$ cat config.mk
export PLATFORM = sky130hd
export DESIGN_NAME = port_block_table_with_hit_counts
export DESIGN_NICKNAME = d
export VERILOG_FILES = /design/src/hdl/pbt_pkg.sv /design/src/hdl/port_block_table_with_hit_counts.sv /design/src/hdl/pbt_ctrl.sv /design/src/hdl/pbt_dp.sv
export SDC_FILE = /design/constraint.sdc
export NUM_CORES = 1
export LEC_CHECK = 0
export BUFFER_PORTS_ARGS = -buffer_cell sky130_fd_sc_hd__buf_2
export CORE_MARGIN = 2
export CORE_UTILIZATION = 47
export CTS_CLUSTER_DIAMETER = 200
export CTS_CLUSTER_SIZE = 8
export DETAILED_ROUTE_END_ITERATION = 10
export PLACE_DENSITY_LB_ADDON = 0.25
export SLEW_MARGIN = 20
export SYNTH_ARGS = -nofsm -noshare
export SYNTH_HDL_FRONTEND = slang
export SYNTH_HIERARCHICAL = 1
export SYNTH_SLANG_ARGS = --single-unit
$ cat constraint.sdc
create_clock -name clk_i -period 7.5 [get_ports clk_i]
set_input_delay 0 -clock clk_i [delete_from_list [all_inputs] [get_ports clk_i]]
set_output_delay 0 -clock clk_i [all_outputs]
set_load 0.02 [all_outputs]
$ cat src/hdl/pbt_pkg.sv
// Shared types and constants for the port block table.
package pbt_pkg;

  localparam int unsigned TableEntriesDef = 16;

  localparam logic [7:0] ProtoTcp = 8'd6;
  localparam logic [7:0] ProtoUdp = 8'd17;

  localparam logic [3:0] SockStream = 4'd1;
  localparam logic [3:0] SockDgram  = 4'd2;

  typedef enum logic [2:0] {
    FnCheck   = 3'd0,
    FnBlock   = 3'd1,
    FnUnblock = 3'd2,
    FnQuery   = 3'd3,
    FnReset   = 3'd4
  } func_e;

  typedef enum logic [2:0] {
    StOk      = 3'd0,
    StPerm    = 3'd1,
    StInval   = 3'd2,
    StNoent   = 3'd3,
    StFull    = 3'd4,
    StBlocked = 3'd5
  } status_e;

  typedef struct packed {
    logic [2:0]  func;
    logic        privileged;
    logic [7:0]  protocol;
    logic [3:0]  socket_type;
    logic [1:0]  direction;
    logic [15:0] port;
  } req_t;

  typedef struct packed {
    logic [31:0] hits;
    logic [15:0] port;
    logic        dir;
    logic        is_udp;
  } entry_t;

  // controller to datapath
  typedef struct packed {
    logic load;
    logic scan;
    logic commit;
  } cmd_t;

  // datapath to controller
  typedef struct packed {
    logic need_scan;
    logic scan_last;
    logic out_free;
  } sts_t;

endpackage

$ cat src/hdl/port_block_table_with_hit_counts.sv
// Top level of the port block table with per-entry hit counters.
//
//   channel  dir  tdata                                           tuser
//   s_axis   in   protocol, socket_type, direction, port (32 b)   func, privileged
//   m_axis   out  status, hit_count (40 b)                        -
//
// Ops that search the table scan the memory one entry per cycle over its single
// read port, then pass a drain step before commit; other ops go from decode to commit.
// Reset clears all valid bits at once; no sweep.
// A result waits in the output register while the next word is accepted;
// a stalled output holds the sequencer in its commit step.
module port_block_table_with_hit_counts #(
  parameter int unsigned TABLE_ENTRIES = pbt_pkg::TableEntriesDef
) (
  input  logic        clk_i,
  input  logic        rst_ni,
  input  logic        s_axis_tvalid,
  output logic        s_axis_tready,
  input  logic [31:0] s_axis_tdata,  // protocol, socket_type, direction, port, 2'b0
  input  logic [3:0]  s_axis_tuser,  // func, privileged
  output logic        m_axis_tvalid,
  input  logic        m_axis_tready,
  output logic [39:0] m_axis_tdata   // status, hit_count, 5'b0
);
  import pbt_pkg::*;

  req_t        req;
  cmd_t        cmd;
  sts_t        sts;
  status_e     out_status;
  logic [31:0] out_hits;

  assign req.func        = s_axis_tuser[2:0];
  assign req.privileged  = s_axis_tuser[3];
  assign req.protocol    = s_axis_tdata[7:0];
  assign req.socket_type = s_axis_tdata[11:8];
  assign req.direction   = s_axis_tdata[13:12];
  assign req.port        = s_axis_tdata[29:14];

  pbt_ctrl u_ctrl (
    .clk_i      (clk_i),
    .rst_ni     (rst_ni),
    .in_valid_i (s_axis_tvalid),
    .in_ready_o (s_axis_tready),
    .sts_i      (sts),
    .cmd_o      (cmd)
  );

  pbt_dp #(
    .TABLE_ENTRIES (TABLE_ENTRIES)
  ) u_dp (
    .clk_i        (clk_i),
    .rst_ni       (rst_ni),
    .req_i        (req),
    .cmd_i        (cmd),
    .sts_o        (sts),
    .out_valid_o  (m_axis_tvalid),
    .out_ready_i  (m_axis_tready),
    .out_status_o (out_status),
    .out_hits_o   (out_hits)
  );

  assign m_axis_tdata = {5'b0, out_hits, out_status};

endmodule

$ cat src/hdl/pbt_ctrl.sv
// Sequencer: accept, decode, table scan, drain, commit.
module pbt_ctrl (
  input  logic          clk_i,
  input  logic          rst_ni,
  input  logic          in_valid_i,
  output logic          in_ready_o,
  input  pbt_pkg::sts_t sts_i,
  output pbt_pkg::cmd_t cmd_o
);
  import pbt_pkg::*;

  typedef enum logic [2:0] {
    SIdle,
    SDecode,
    SScan,
    SDrain,
    SCommit
  } state_e;

  state_e state_q;
  logic   ready_q;

  always_ff @(posedge clk_i or negedge rst_ni) begin
    if (!rst_ni) begin
      state_q <= SIdle;
      ready_q <= 1'b1;
    end else begin
      unique case (state_q)
        SIdle: begin
          if (in_valid_i) begin
            state_q <= SDecode;
            ready_q <= 1'b0;
          end
        end
        SDecode: begin
          state_q <= sts_i.need_scan ? SScan : SCommit;
        end
        SScan: begin
          if (sts_i.scan_last) begin
            state_q <= SDrain;
          end
        end
        SDrain: begin
          state_q <= SCommit;
        end
        SCommit: begin
          if (sts_i.out_free) begin
            state_q <= SIdle;
            ready_q <= 1'b1;
          end
        end
        default: begin
          state_q <= SIdle;
          ready_q <= 1'b1;
        end
      endcase
    end
  end

  assign in_ready_o    = ready_q;
  assign cmd_o.load    = ready_q & in_valid_i;
  assign cmd_o.scan    = (state_q == SScan);
  assign cmd_o.commit  = (state_q == SCommit) & sts_i.out_free;

endmodule

$ cat src/hdl/pbt_dp.sv
// Datapath: request register, entry memory, scan compare, update and result register.
module pbt_dp #(
  parameter int unsigned TABLE_ENTRIES = pbt_pkg::TableEntriesDef
) (
  input  logic             clk_i,
  input  logic             rst_ni,
  input  pbt_pkg::req_t    req_i,
  input  pbt_pkg::cmd_t    cmd_i,
  output pbt_pkg::sts_t    sts_o,
  output logic             out_valid_o,
  input  logic             out_ready_i,
  output pbt_pkg::status_e out_status_o,
  output logic [31:0]      out_hits_o
);
  import pbt_pkg::*;

  localparam int unsigned IdxW = (TABLE_ENTRIES > 1) ? $clog2(TABLE_ENTRIES) : 1;
  localparam logic [IdxW-1:0] LastIdx = IdxW'(TABLE_ENTRIES - 1);

  req_t            req_q;
  logic [TABLE_ENTRIES-1:0] valid_q;
  entry_t          mem_q [TABLE_ENTRIES];
  entry_t          rd_data_q;
  logic            rd_pend_q;
  logic [IdxW-1:0] rd_idx_q;
  logic [IdxW-1:0] scan_idx_q;
  logic            found_q;
  logic [IdxW-1:0] match_idx_q;
  logic [31:0]     match_hits_q;
  logic            free_q;
  logic [IdxW-1:0] free_idx_q;
  logic            out_valid_q;
  status_e         out_status_q;
  logic [31:0]     out_hits_q;

  logic        key_udp;
  logic        args_ok;
  logic        stype_ok;
  logic        hit_match;
  logic        hit_free;
  logic [31:0] hits_inc;

  status_e         res_status;
  logic [31:0]     res_hits;
  logic            need_scan;
  logic            wr_en;
  logic [IdxW-1:0] wr_addr;
  logic            set_valid;
  logic            clr_one;
  logic            clr_all;

  assign stype_ok = (req_q.socket_type == SockStream) | (req_q.socket_type == SockDgram);
  assign args_ok  = ((req_q.protocol == ProtoTcp) | (req_q.protocol == ProtoUdp)) &
                    ~req_q.direction[1];
  assign key_udp  = (req_q.func == FnCheck) ? (req_q.socket_type == SockDgram)
                                            : (req_q.protocol == ProtoUdp);

  assign hit_match = rd_pend_q & valid_q[rd_idx_q] & (rd_data_q.is_udp == key_udp) &
                     ({1'b0, rd_data_q.dir} == req_q.direction) &
                     (rd_data_q.port == req_q.port);
  assign hit_free  = rd_pend_q & ~valid_q[rd_idx_q];
  assign hits_inc  = (&match_hits_q) ? match_hits_q : match_hits_q + 32'd1;

  always_comb begin
    res_status = StOk;
    res_hits   = '0;
    need_scan  = 1'b0;
    wr_en      = 1'b0;
    wr_addr    = match_idx_q;
    set_valid  = 1'b0;
    clr_one    = 1'b0;
    clr_all    = 1'b0;
    priority if (req_q.func == FnCheck) begin
      need_scan = stype_ok;
      if (stype_ok && found_q) begin
        res_status = StBlocked;
        wr_en      = 1'b1;
      end
    end else if (req_q.func > FnReset) begin
      res_status = StInval;
    end else if (!req_q.privileged) begin
      res_status = StPerm;
    end else if (req_q.func == FnReset) begin
      clr_all = 1'b1;
    end else if (!args_ok) begin
      res_status = StInval;
    end else begin
      need_scan = 1'b1;
      priority if (req_q.func == FnBlock) begin
        if (found_q) begin
          res_status = StInval;
        end else if (free_q) begin
          wr_en     = 1'b1;
          wr_addr   = free_idx_q;
          set_valid = 1'b1;
        end else begin
          res_status = StFull;
        end
      end else if (req_q.func == FnUnblock) begin
        if (found_q) begin
          clr_one = 1'b1;
        end else begin
          res_status = StNoent;
        end
      end else begin
        if (found_q) begin
          res_hits = match_hits_q;
        end else begin
          res_status = StNoent;
        end
      end
    end
  end

  // entry storage and data registers, no reset
  always_ff @(posedge clk_i) begin
    if (cmd_i.commit && wr_en) begin
      mem_q[wr_addr] <= '{hits:   set_valid ? 32'd0 : hits_inc,
                          port:   req_q.port,
                          dir:    req_q.direction[0],
                          is_udp: key_udp};
    end
    if (cmd_i.scan) begin
      rd_data_q <= mem_q[scan_idx_q];
    end
    if (cmd_i.load) begin
      req_q <= req_i;
    end
    if (hit_match && !found_q) begin
      match_idx_q  <= rd_idx_q;
      match_hits_q <= rd_data_q.hits;
    end
    if (hit_free && !free_q) begin
      free_idx_q <= rd_idx_q;
    end
    if (cmd_i.commit) begin
      out_status_q <= res_status;
      out_hits_q   <= res_hits;
    end
  end

  always_ff @(posedge clk_i or negedge rst_ni) begin
    if (!rst_ni) begin
      valid_q     <= '0;
      rd_pend_q   <= 1'b0;
      rd_idx_q    <= '0;
      scan_idx_q  <= '0;
      found_q     <= 1'b0;
      free_q      <= 1'b0;
      out_valid_q <= 1'b0;
    end else begin
      rd_pend_q <= cmd_i.scan;
      rd_idx_q  <= scan_idx_q;
      if (cmd_i.load) begin
        scan_idx_q <= '0;
        found_q    <= 1'b0;
        free_q     <= 1'b0;
      end else begin
        if (cmd_i.scan) begin
          scan_idx_q <= scan_idx_q + 1'b1;
        end
        if (hit_match) begin
          found_q <= 1'b1;
        end
        if (hit_free) begin
          free_q <= 1'b1;
        end
      end
      if (cmd_i.commit) begin
        if (clr_all) begin
          valid_q <= '0;
        end else if (set_valid) begin
          valid_q[free_idx_q] <= 1'b1;
        end else if (clr_one) begin
          valid_q[match_idx_q] <= 1'b0;
        end
        out_valid_q <= 1'b1;
      end else if (out_ready_i) begin
        out_valid_q <= 1'b0;
      end
    end
  end

  assign sts_o.need_scan = need_scan;
  assign sts_o.scan_last = (scan_idx_q == LastIdx);
  assign sts_o.out_free  = ~out_valid_q | out_ready_i;

  assign out_valid_o  = out_valid_q;
  assign out_status_o = out_status_q;
  assign out_hits_o   = out_hits_q;

endmodule
==> impl_metrics.xml, run 1 <==
<?xml version="1.0" encoding="UTF-8"?>
<metrics>
  <group name="run_status">
    <metric name="run_status" unit="">finished clean</metric>
  </group>
  <group name="setup_path">
    <metric name="ff_to_ff_end" unit="">u_dp/mem_q[12][1]</metric>
    <metric name="timing.critical_path.arrival" unit="ns">4.47</metric>
    <metric name="worst-r2r-setup-slack" unit="ns">3.36</metric>
    <metric name="worstSetupEndpointType" unit="">flop</metric>
    <metric name="setup.worst_path.start_class" unit="">flop</metric>
    <metric name="critical-path-max-stage-delay" unit="ns">0.66</metric>
    <metric name="critical-path-slowest-cell" unit="">sky130_fd_sc_hd__or4bb_1</metric>
    <metric name="r2r_cells" unit="">6</metric>
    <metric name="critical_path.cell_chain" unit="">or4bb_1 -&gt; a2111oi_4 -&gt; nand2_1 -&gt; a211oi_1 -&gt; o21a_4 -&gt; buf_4</metric>
    <metric name="required_time_at_the_endpoint_of_the_critical_path" unit="ns">7.83</metric>
    <metric name="timing_worst_setup_path_type" unit="">reg2reg</metric>
    <metric name="crit_fanout" unit="">34</metric>
    <metric name="reg2reg_from" unit="">u_dp/req_q[23]</metric>
  </group>
  <group name="timing">
    <metric name="rsz0062_at_grt" unit="">false</metric>
    <metric name="layout_worst_path_cycle_share" unit="%">55.2</metric>
    <metric name="slew_violations" unit="">0</metric>
    <metric name="fin_tns_setup" unit="ns">0</metric>
    <metric name="timing.slew.headroom" unit="%">30.1</metric>
    <metric name="final.hold.worst_slack" unit="ns">0.0369</metric>
    <metric name="max_fclk" unit="GHz">0.242</metric>
    <metric name="report.final.hold_viol_count" unit="">0</metric>
    <metric name="worstMarginPinSlew" unit="ns">1.04</metric>
    <metric name="period_minus_slack" unit="ns">4.14</metric>
    <metric name="clock-skew-final" unit="ns">0.0263</metric>
    <metric name="setup-violations-final" unit="">0</metric>
  </group>
  <group name="yosys">
    <metric name="synth_enable_flop_cells" unit="">959</metric>
    <metric name="synthDistinctLibCells" unit="">68</metric>
    <metric name="synth_async_sr_flop_share" unit="%">3.23</metric>
    <metric name="syn_avg_cell_area" unit="um2">21.7</metric>
    <metric name="yosysWarningCount" unit="">6</metric>
    <metric name="syn_inst" unit="">1772</metric>
    <metric name="ys_seq_area_share" unit="%">76.8</metric>
    <metric name="synth_top_flop_cell" unit="">sky130_fd_sc_hd__edfxtp_1</metric>
    <metric name="netlist_area" unit="mm2">0.0385</metric>
    <metric name="synth.ff_latch_count" unit="">991</metric>
  </group>
  <group name="clocking">
    <metric name="cts.sink_count" unit="">991</metric>
    <metric name="h-tree-depth" unit="">4</metric>
    <metric name="tritoncts.num_buffers" unit="">141</metric>
    <metric name="cts.clk_slew.worst_paths" unit="ns">0.05</metric>
    <metric name="cts-root-buf" unit="">sky130_fd_sc_hd__clkbuf_16</metric>
    <metric name="clkLatencyLatePin" unit="ns">0.72</metric>
    <metric name="cts_tree" unit="">built</metric>
    <metric name="cts-root-to-sink-buffers" unit="">3</metric>
  </group>
  <group name="finish">
    <metric name="syn_to_final_growth" unit="%">16.4</metric>
    <metric name="most-common-layout-cells" unit="">sky130_fd_sc_hd__edfxtp_1 (959), sky130_fd_sc_hd__mux4_2 (254), sky130_fd_sc_hd__clkbuf_16 (145)</metric>
    <metric name="insertedDiodeCount" unit="">0</metric>
    <metric name="most_common_cell_after_layout_fill_and_taps_aside" unit="">sky130_fd_sc_hd__edfxtp_1</metric>
    <metric name="layout-drive-gt1-share" unit="%">28.9</metric>
    <metric name="final_net_count" unit="">2049</metric>
  </group>
  <group name="power_and_ir_drop">
    <metric name="cellPowerDensity" unit="mW/mm2">280</metric>
    <metric name="max-vdd-ir-drop" unit="V">0.000211</metric>
    <metric name="sw_share" unit="%">20.8</metric>
    <metric name="total_leakage_power" unit="nW">14.0</metric>
    <metric name="p_switching" unit="W">0.00262</metric>
    <metric name="share_comb_of_total_power" unit="%">5.1</metric>
    <metric name="power_frac_clock" unit="%">44.7</metric>
    <metric name="power.sequential.fraction" unit="%">50.1</metric>
    <metric name="internal-power" unit="W">0.00994</metric>
  </group>
  <group name="floorplan">
    <metric name="die_w" unit="um">290</metric>
    <metric name="design.die.area" unit="mm2">0.0843</metric>
    <metric name="coreArea" unit="mm2">0.0808</metric>
    <metric name="die_height" unit="um">290</metric>
    <metric name="initial_core_util" unit="%">47.7</metric>
    <metric name="io_pins" unit="">82</metric>
    <metric name="placement_rows" unit="">104</metric>
  </group>
  <group name="route">
    <metric name="detail_route.wl_per_cell" unit="um">27.2</metric>
    <metric name="detail_route.drc_violations" unit="">0</metric>
    <metric name="post_drt_via_cell_ratio" unit="">6.00</metric>
    <metric name="drt_iter0_drc" unit="">1709</metric>
    <metric name="num_vias" unit="">18600</metric>
    <metric name="drt.antenna.violating_nets" unit="">0</metric>
    <metric name="first_pass_iters" unit="">5</metric>
    <metric name="route.final.wire_length" unit="mm">84.4</metric>
  </group>
  <group name="placed_design">
    <metric name="gp_congestion" unit="">0.830</metric>
    <metric name="hpwlAfterDp" unit="mm">43.1</metric>
    <metric name="port_buffers" unit="">74</metric>
  </group>
  <group name="global_route">
    <metric name="globalRouteOverflowTotal" unit="">0</metric>
    <metric name="pin_count_of_the_biggest_net_entering_global_routing" unit="">150</metric>
    <metric name="initial_antenna_violation_count" unit="">0</metric>
    <metric name="grt_pass1_wl" unit="mm">125</metric>
    <metric name="grt_pass1_vias" unit="">19400</metric>
    <metric name="grt_use_total" unit="%">20.3</metric>
  </group>
  <group name="job">
    <metric name="cap_violations" unit="">0</metric>
  </group>
  <group name="worst_hold_path">
    <metric name="hold_path_startpoint" unit="">s_axis_tdata[19]</metric>
    <metric name="hold_class" unit="">in2reg</metric>
    <metric name="min_to" unit="">u_dp/req_q[5]</metric>
    <metric name="hold-path-cell-count" unit="">2</metric>
  </group>
</metrics>
-- worst max-delay path by stage --
stage | startpoint | end | slack [ns] | depth (start not counted)
after floorplan | u_dp/req_q[23] | u_dp/match_hits_q[0] | 1.42 | 4
after global placement | u_dp/req_q[23] | u_dp/mem_q[12][5] | 3.50 | 6
after detailed placement | u_dp/req_q[23] | u_dp/mem_q[12][5] | 3.46 | 6
after CTS | u_dp/req_q[23] | u_dp/mem_q[12][4] | 3.43 | 6
after global routing | u_dp/req_q[23] | u_dp/mem_q[12][5] | 3.27 | 6
final | u_dp/req_q[23] | u_dp/mem_q[12][1] | 3.36 | 6
-- per-stage QoR --
stage	total power (W)	instances	worst slack (ns)	util (%)	area (um2)
5_1_grt	0.0130	3099	3.27	55.5	44900
3_5_place_dp	0.00703	2852	3.46	49.8	40200
6_report	0.0126	3099	3.36	55.5	44900
4_1_cts	0.0127	3099	3.43	55.4	44800
3_3_place_gp	0.00701	2852	3.50	49.7	40200
2_1_floorplan	0.00683	1776	1.42	-	38500
-- power by group through the flow --
stage / Clock, W / Sequential (W) / Combinational, W
finish: 0.00562 / 0.00630 / 0.000646
CTS: 0.00573 / 0.00630 / 0.000662
detailed placement: 0 / 0.00640 / 0.000631
global placement: 0 / 0.00639 / 0.000626
global route: 0.00597 / 0.00631 / 0.000695
floorplan: 0 / 0.00639 / 0.000439
-- state kept, by name, summed over array words and instances (netlist names) --
register	flops
u_ctrl/state_q	3
u_dp/out_hits_o	32
u_dp/found_q	1
u_dp/rd_data_q	50
u_dp/match_hits_q	32
u_dp/rd_pend_q	1
u_dp/valid_q	16
u_dp/scan_idx_q	4
u_dp/mem_q	800
u_dp/out_status_o	3
u_dp/free_q	1
u_ctrl/in_ready_o	1
u_dp/free_idx_q	4
u_dp/match_idx_q	4
u_dp/req_q	34
u_dp/out_valid_o	1
u_dp/rd_idx_q	4
-- Yosys cell counts (3+ instances only) --
| cell | n | area, um2 |
|---|---|---|
| sky130_fd_sc_hd__edfxtp_1 | 959 | 28800 |
| sky130_fd_sc_hd__xor2_1 | 8 | 70.1 |
| sky130_fd_sc_hd__buf_1 | 7 | 26.3 |
| sky130_fd_sc_hd__and4_1 | 5 | 43.8 |
| sky130_fd_sc_hd__nand3_1 | 26 | 130 |
| sky130_fd_sc_hd__o21ai_0 | 11 | 55.1 |
| sky130_fd_sc_hd__a21oi_1 | 27 | 135 |
| sky130_fd_sc_hd__mux4_2 | 254 | 5720 |
| sky130_fd_sc_hd__inv_1 | 10 | 37.5 |
| sky130_fd_sc_hd__a31oi_1 | 8 | 50.1 |
| sky130_fd_sc_hd__or4_1 | 8 | 60.1 |
| sky130_fd_sc_hd__nor2_1 | 38 | 143 |
| sky130_fd_sc_hd__nand2_1 | 52 | 195 |
| sky130_fd_sc_hd__and3_1 | 9 | 56.3 |
| sky130_fd_sc_hd__ha_1 | 3 | 37.5 |
| sky130_fd_sc_hd__nand2b_1 | 10 | 62.6 |
| sky130_fd_sc_hd__nand4_1 | 17 | 106 |
| sky130_fd_sc_hd__nor4_1 | 3 | 18.8 |
| sky130_fd_sc_hd__o21a_1 | 4 | 30.0 |
| sky130_fd_sc_hd__o211ai_2 | 10 | 125 |
| sky130_fd_sc_hd__o31ai_1 | 7 | 52.6 |
| sky130_fd_sc_hd__o22ai_1 | 11 | 68.8 |
| sky130_fd_sc_hd__or3_1 | 9 | 56.3 |
| sky130_fd_sc_hd__o211ai_1 | 14 | 105 |
| sky130_fd_sc_hd__buf_2 | 18 | 90.1 |
| sky130_fd_sc_hd__nor2b_1 | 9 | 56.3 |
| sky130_fd_sc_hd__o311ai_0 | 3 | 26.3 |
| sky130_fd_sc_hd__dfrtp_1 | 31 | 776 |
| sky130_fd_sc_hd__a211oi_1 | 9 | 67.6 |
| sky130_fd_sc_hd__xnor2_1 | 25 | 219 |
| sky130_fd_sc_hd__and2_1 | 45 | 282 |
| sky130_fd_sc_hd__nor3_1 | 9 | 45.0 |
| sky130_fd_sc_hd__buf_4 | 7 | 52.6 |
| sky130_fd_sc_hd__clkbuf_1 | 55 | 206 |
| sky130_fd_sc_hd__mux2i_1 | 7 | 70.1 |
| sky130_fd_sc_hd__or2_2 | 5 | 31.3 |
-- final cells by class --
| cell class | instances | area, um2 |
|---|---|---|
| fill | 5953 | 36000 |
| sequential | 991 | 29600 |
| multi-input combinational | 685 | 8660 |
| clock buffer | 165 | 3700 |
| timing repair buffer | 176 | 1350 |
| tap | 1060 | 1330 |
| clock inverter | 11 | 160 |
| inverter | 11 | 41.3 |
-- timing repair --
action | 4_1_cts | 5_1_grt
hold buffers | 71 | 0
endpoints found under the hold margin | 70 | 0
setup buffers | 0 | 0
resized for setup | 0 | 0
-- layer usage --
metal	wire [um]	track usage, %
met5	0	0
met4	1350	5.98
met3	4660	3.66
met2	42200	33.0
met1	36200	28.5
-- cell families (layout without fill, tap and decap cells) --
group | Yosys count | in the layout | share of synthesized area (%)
flops | 991 | 991 | 76.8
simple gates | 264 | 264 | 3.85
mux | 263 | 263 | 15.1
compound gates | 117 | 117 | 2.24
buf+inv | 100 | 363 | 1.12
xor+xnor | 33 | 33 | 0.750
fa+ha+maj | 3 | 3 | 0.0975
other cells | 1 | 5 | 0.00973
-- worst max-delay path, delay by kind of cell (launching register included) --
kind | cells | cell delay, ns
AO/OA/AOI/OAI | 3 | 1.46
AND/OR/NAND/NOR | 2 | 1.21
buffers and inverters | 1 | 0.63
flip-flops | 1 | 0.38
Power figures use the tool's default switching activity.
==> inputs of run 2 (changes only) <==
- clock period: 7.5 -> 3.8 ns (I/O delays scaled with it)
==> run 2 against run 1 <==
  * Count of clock-buffer cells in the layout shrank 2
  * Non-clock buffer count grew 49
  * Core utilization grew 0.93 points
  * Register-to-register slack lost 2.9 ns
  * Sequential power grew 97%
  * Sequential cell count is the same
  * Cell area grew 1.7%
  * Critical path depth is the same
  * Setup slack lost 2.9 ns
  * First-iteration DRC count grew 19%
  * Critical path type unchanged
  * Largest cell class unchanged
  * Largest power group unchanged
==> impl_metrics.xml, run 2 (synthesized netlist as in run 1, its figures left out) <==
<?xml version="1.0" encoding="UTF-8"?>
<metrics>
  <group name="timing">
    <metric name="timing.slew.headroom" unit="%">24.9</metric>
    <metric name="rsz0062_at_grt" unit="">false</metric>
    <metric name="setup-violations-final" unit="">0</metric>
    <metric name="period_minus_slack" unit="ns">3.39</metric>
    <metric name="layout_worst_path_cycle_share" unit="%">89.2</metric>
    <metric name="report.final.hold_viol_count" unit="">0</metric>
    <metric name="clock-skew-final" unit="ns">0.0279</metric>
    <metric name="max_fclk" unit="GHz">0.295</metric>
    <metric name="worstMarginPinSlew" unit="ns">1.13</metric>
    <metric name="final.setup.worst_slack" unit="ns">0.412</metric>
    <metric name="fin_tns_setup" unit="ns">0</metric>
    <metric name="slew_violations" unit="">0</metric>
  </group>
  <group name="global_route">
    <metric name="grt_pass1_wl" unit="mm">129</metric>
    <metric name="pin_count_of_the_biggest_net_entering_global_routing" unit="">60</metric>
    <metric name="grt_pass1_vias" unit="">19500</metric>
    <metric name="initial_antenna_violation_count" unit="">0</metric>
    <metric name="globalRouteOverflowTotal" unit="">0</metric>
    <metric name="grt_use_total" unit="%">20.9</metric>
  </group>
  <group name="floorplan">
    <metric name="io_pins" unit="">82</metric>
    <metric name="die_height" unit="um">290</metric>
    <metric name="coreArea" unit="mm2">0.0808</metric>
    <metric name="initial_core_util" unit="%">47.7</metric>
    <metric name="design.die.area" unit="mm2">0.0843</metric>
    <metric name="placement_rows" unit="">104</metric>
    <metric name="die_w" unit="um">290</metric>
  </group>
  <group name="clocking">
    <metric name="cts.clk_slew.worst_paths" unit="ns">0.05</metric>
    <metric name="cts.repair_timing.setup_buffer_count" unit="">0</metric>
    <metric name="post_cts_resized" unit="">0</metric>
    <metric name="cts.sink_count" unit="">991</metric>
    <metric name="h-tree-depth" unit="">4</metric>
    <metric name="cts-root-buf" unit="">sky130_fd_sc_hd__clkbuf_16</metric>
    <metric name="cts-root-to-sink-buffers" unit="">3</metric>
    <metric name="tritoncts.num_buffers" unit="">141</metric>
    <metric name="clkLatencyLatePin" unit="ns">0.71</metric>
    <metric name="cts_tree" unit="">built</metric>
  </group>
  <group name="finish">
    <metric name="final_net_count" unit="">2098</metric>
    <metric name="final-instance-count-excl-fill" unit="">3145</metric>
    <metric name="reg_top3" unit="">u_dp/mem_q x800, u_dp/rd_data_q x50, u_dp/req_q x34</metric>
    <metric name="max_ffs_per_register" unit="">800</metric>
    <metric name="syn_to_final_growth" unit="%">18.4</metric>
    <metric name="most-common-layout-cells" unit="">sky130_fd_sc_hd__edfxtp_1 (959), sky130_fd_sc_hd__mux4_2 (254), sky130_fd_sc_hd__clkbuf_16 (144)</metric>
    <metric name="layout-drive-gt1-share" unit="%">30.5</metric>
    <metric name="fin_util" unit="%">56.4</metric>
    <metric name="num-fill-cells" unit="">5832</metric>
    <metric name="most_common_cell_after_layout_fill_and_taps_aside" unit="">sky130_fd_sc_hd__edfxtp_1</metric>
    <metric name="insertedDiodeCount" unit="">0</metric>
    <metric name="regMostFlops" unit="">u_dp/mem_q</metric>
  </group>
  <group name="placed_design">
    <metric name="gp_congestion" unit="">0.837</metric>
    <metric name="hpwlAfterDp" unit="mm">48.7</metric>
    <metric name="dpl.cell_count" unit="">2904</metric>
    <metric name="dpl_worst_slack" unit="ns">0.466</metric>
    <metric name="port_buffers" unit="">74</metric>
  </group>
  <group name="setup_path">
    <metric name="critical-path-slowest-cell" unit="">sky130_fd_sc_hd__or4bb_1</metric>
    <metric name="worst-r2r-setup-slack" unit="ns">0.41</metric>
    <metric name="critical_path.endpoint" unit="">u_dp/mem_q[9][43]</metric>
    <metric name="cp-startpoint" unit="">u_dp/req_q[23]</metric>
    <metric name="required_time_at_the_endpoint_of_the_critical_path" unit="ns">4.18</metric>
    <metric name="r2r_cells" unit="">6</metric>
    <metric name="timing_worst_setup_path_type" unit="">reg2reg</metric>
    <metric name="cp.buffers_inverters" unit="">1</metric>
    <metric name="timing.critical_path.arrival" unit="ns">3.77</metric>
    <metric name="critical-path-max-stage-delay" unit="ns">0.64</metric>
    <metric name="reg2reg_from" unit="">u_dp/req_q[23]</metric>
    <metric name="worstSetupEndpointType" unit="">flop</metric>
    <metric name="crit_fanout" unit="">22</metric>
    <metric name="critical_path.cell_chain" unit="">or4bb_1 -&gt; a2111oi_4 -&gt; nand3_1 -&gt; o22ai_1 -&gt; and2_4 -&gt; buf_4</metric>
    <metric name="delay_heaviest_family_cp" unit="">simple AND/OR/NAND/NOR gates</metric>
    <metric name="ff_to_ff_end" unit="">u_dp/mem_q[9][43]</metric>
    <metric name="setup.worst_path.start_class" unit="">flop</metric>
    <metric name="worstSetupPathDepth" unit="">6</metric>
  </group>
  <group name="route">
    <metric name="drt_iter0_drc" unit="">2030</metric>
    <metric name="route.final.wire_length" unit="mm">86.7</metric>
    <metric name="first_pass_iters" unit="">5</metric>
    <metric name="drt.antenna.violating_nets" unit="">0</metric>
    <metric name="post_drt_via_cell_ratio" unit="">6.00</metric>
    <metric name="detail_route.wl_per_cell" unit="um">27.6</metric>
    <metric name="num_vias" unit="">18900</metric>
    <metric name="detail_route.drc_violations" unit="">0</metric>
  </group>
  <group name="power_and_ir_drop">
    <metric name="cellPowerDensity" unit="mW/mm2">545</metric>
    <metric name="max-vdd-ir-drop" unit="V">0.000331</metric>
    <metric name="total_leakage_power" unit="nW">14.3</metric>
  </group>
  <group name="worst_hold_path">
    <metric name="hold_class" unit="">in2reg</metric>
  </group>
  <group name="job">
    <metric name="cap_violations" unit="">0</metric>
  </group>
  <group name="run_status">
    <metric name="run_status" unit="">finished clean</metric>
  </group>
</metrics>
## run 2: cell count changes in the layout (fill, tap and decap cells not counted), sizes merged
| cell | before | now |
|---|---|---|
| clkinv | 4 | 5 |
| dlygate4sd3 | 70 | 67 |
| buf | 106 | 158 |
| inv | 18 | 16 |
| clkbuf | 165 | 163 |
## run 2: power by group
| group | internal [W] | switching, W |
|---|---|---|
| Sequential | 0.0122 | 0.000211 |
| Clock | 0.00674 | 0.00430 |
| Combinational | 0.000677 | 0.000712 |
| Total | 0.0196 | 0.00522 |
## run 2: per-stage QoR
step / power (W) / hold slack (ns) / cell area [um2]
floorplan: 0.0135 / -0.296 / 38600
global placement: 0.0139 / 0.0979 / 41000
detailed placement: 0.0140 / 0.107 / 41000
CTS: 0.0251 / 0.0132 / 45600
global route: 0.0257 / 0.0242 / 45600
finish: 0.0248 / 0.0447 / 45600
## run 2: worst min-delay path by stage
stage,endpoint,cells past startpoint,from
after floorplan,u_ctrl/state_q[0],0,rst_ni
after global placement,u_dp/out_valid_o,1,rst_ni
after detailed placement,u_dp/out_valid_o,1,rst_ni
after CTS,u_dp/req_q[13],2,s_axis_tdata[27]
after global routing,u_dp/req_q[9],2,s_axis_tdata[23]
final,u_dp/req_q[13],2,s_axis_tdata[27]
## run 2: timing repair
| action | in CTS | in global routing |
|---|---|---|
| hold buffers | 68 | 0 |
| setup endpoints to repair | 0 | 0 |
| endpoints found under the hold margin | 70 | 0 |
## run 2: layer usage
layer	up-vias	part of all wire, %	GRT usage (%)
met5	-	0	0
met4	0	2.1	6.05
met3	126	6.6	3.60
met2	740	49	33.4
met1	10100	43	30.0
li1	7957	-	-
## run 2: final cells by class
cell class	instances	area [um2]	area share (%)
timing repair buffer	225	2120	4.65
clock inverter	10	175	0.384
multi-input combinational	685	8650	19.0
sequential	991	29600	64.9
tap	1060	1330	2.91
inverter	11	41.3	0.0905
clock buffer	163	3670	8.06
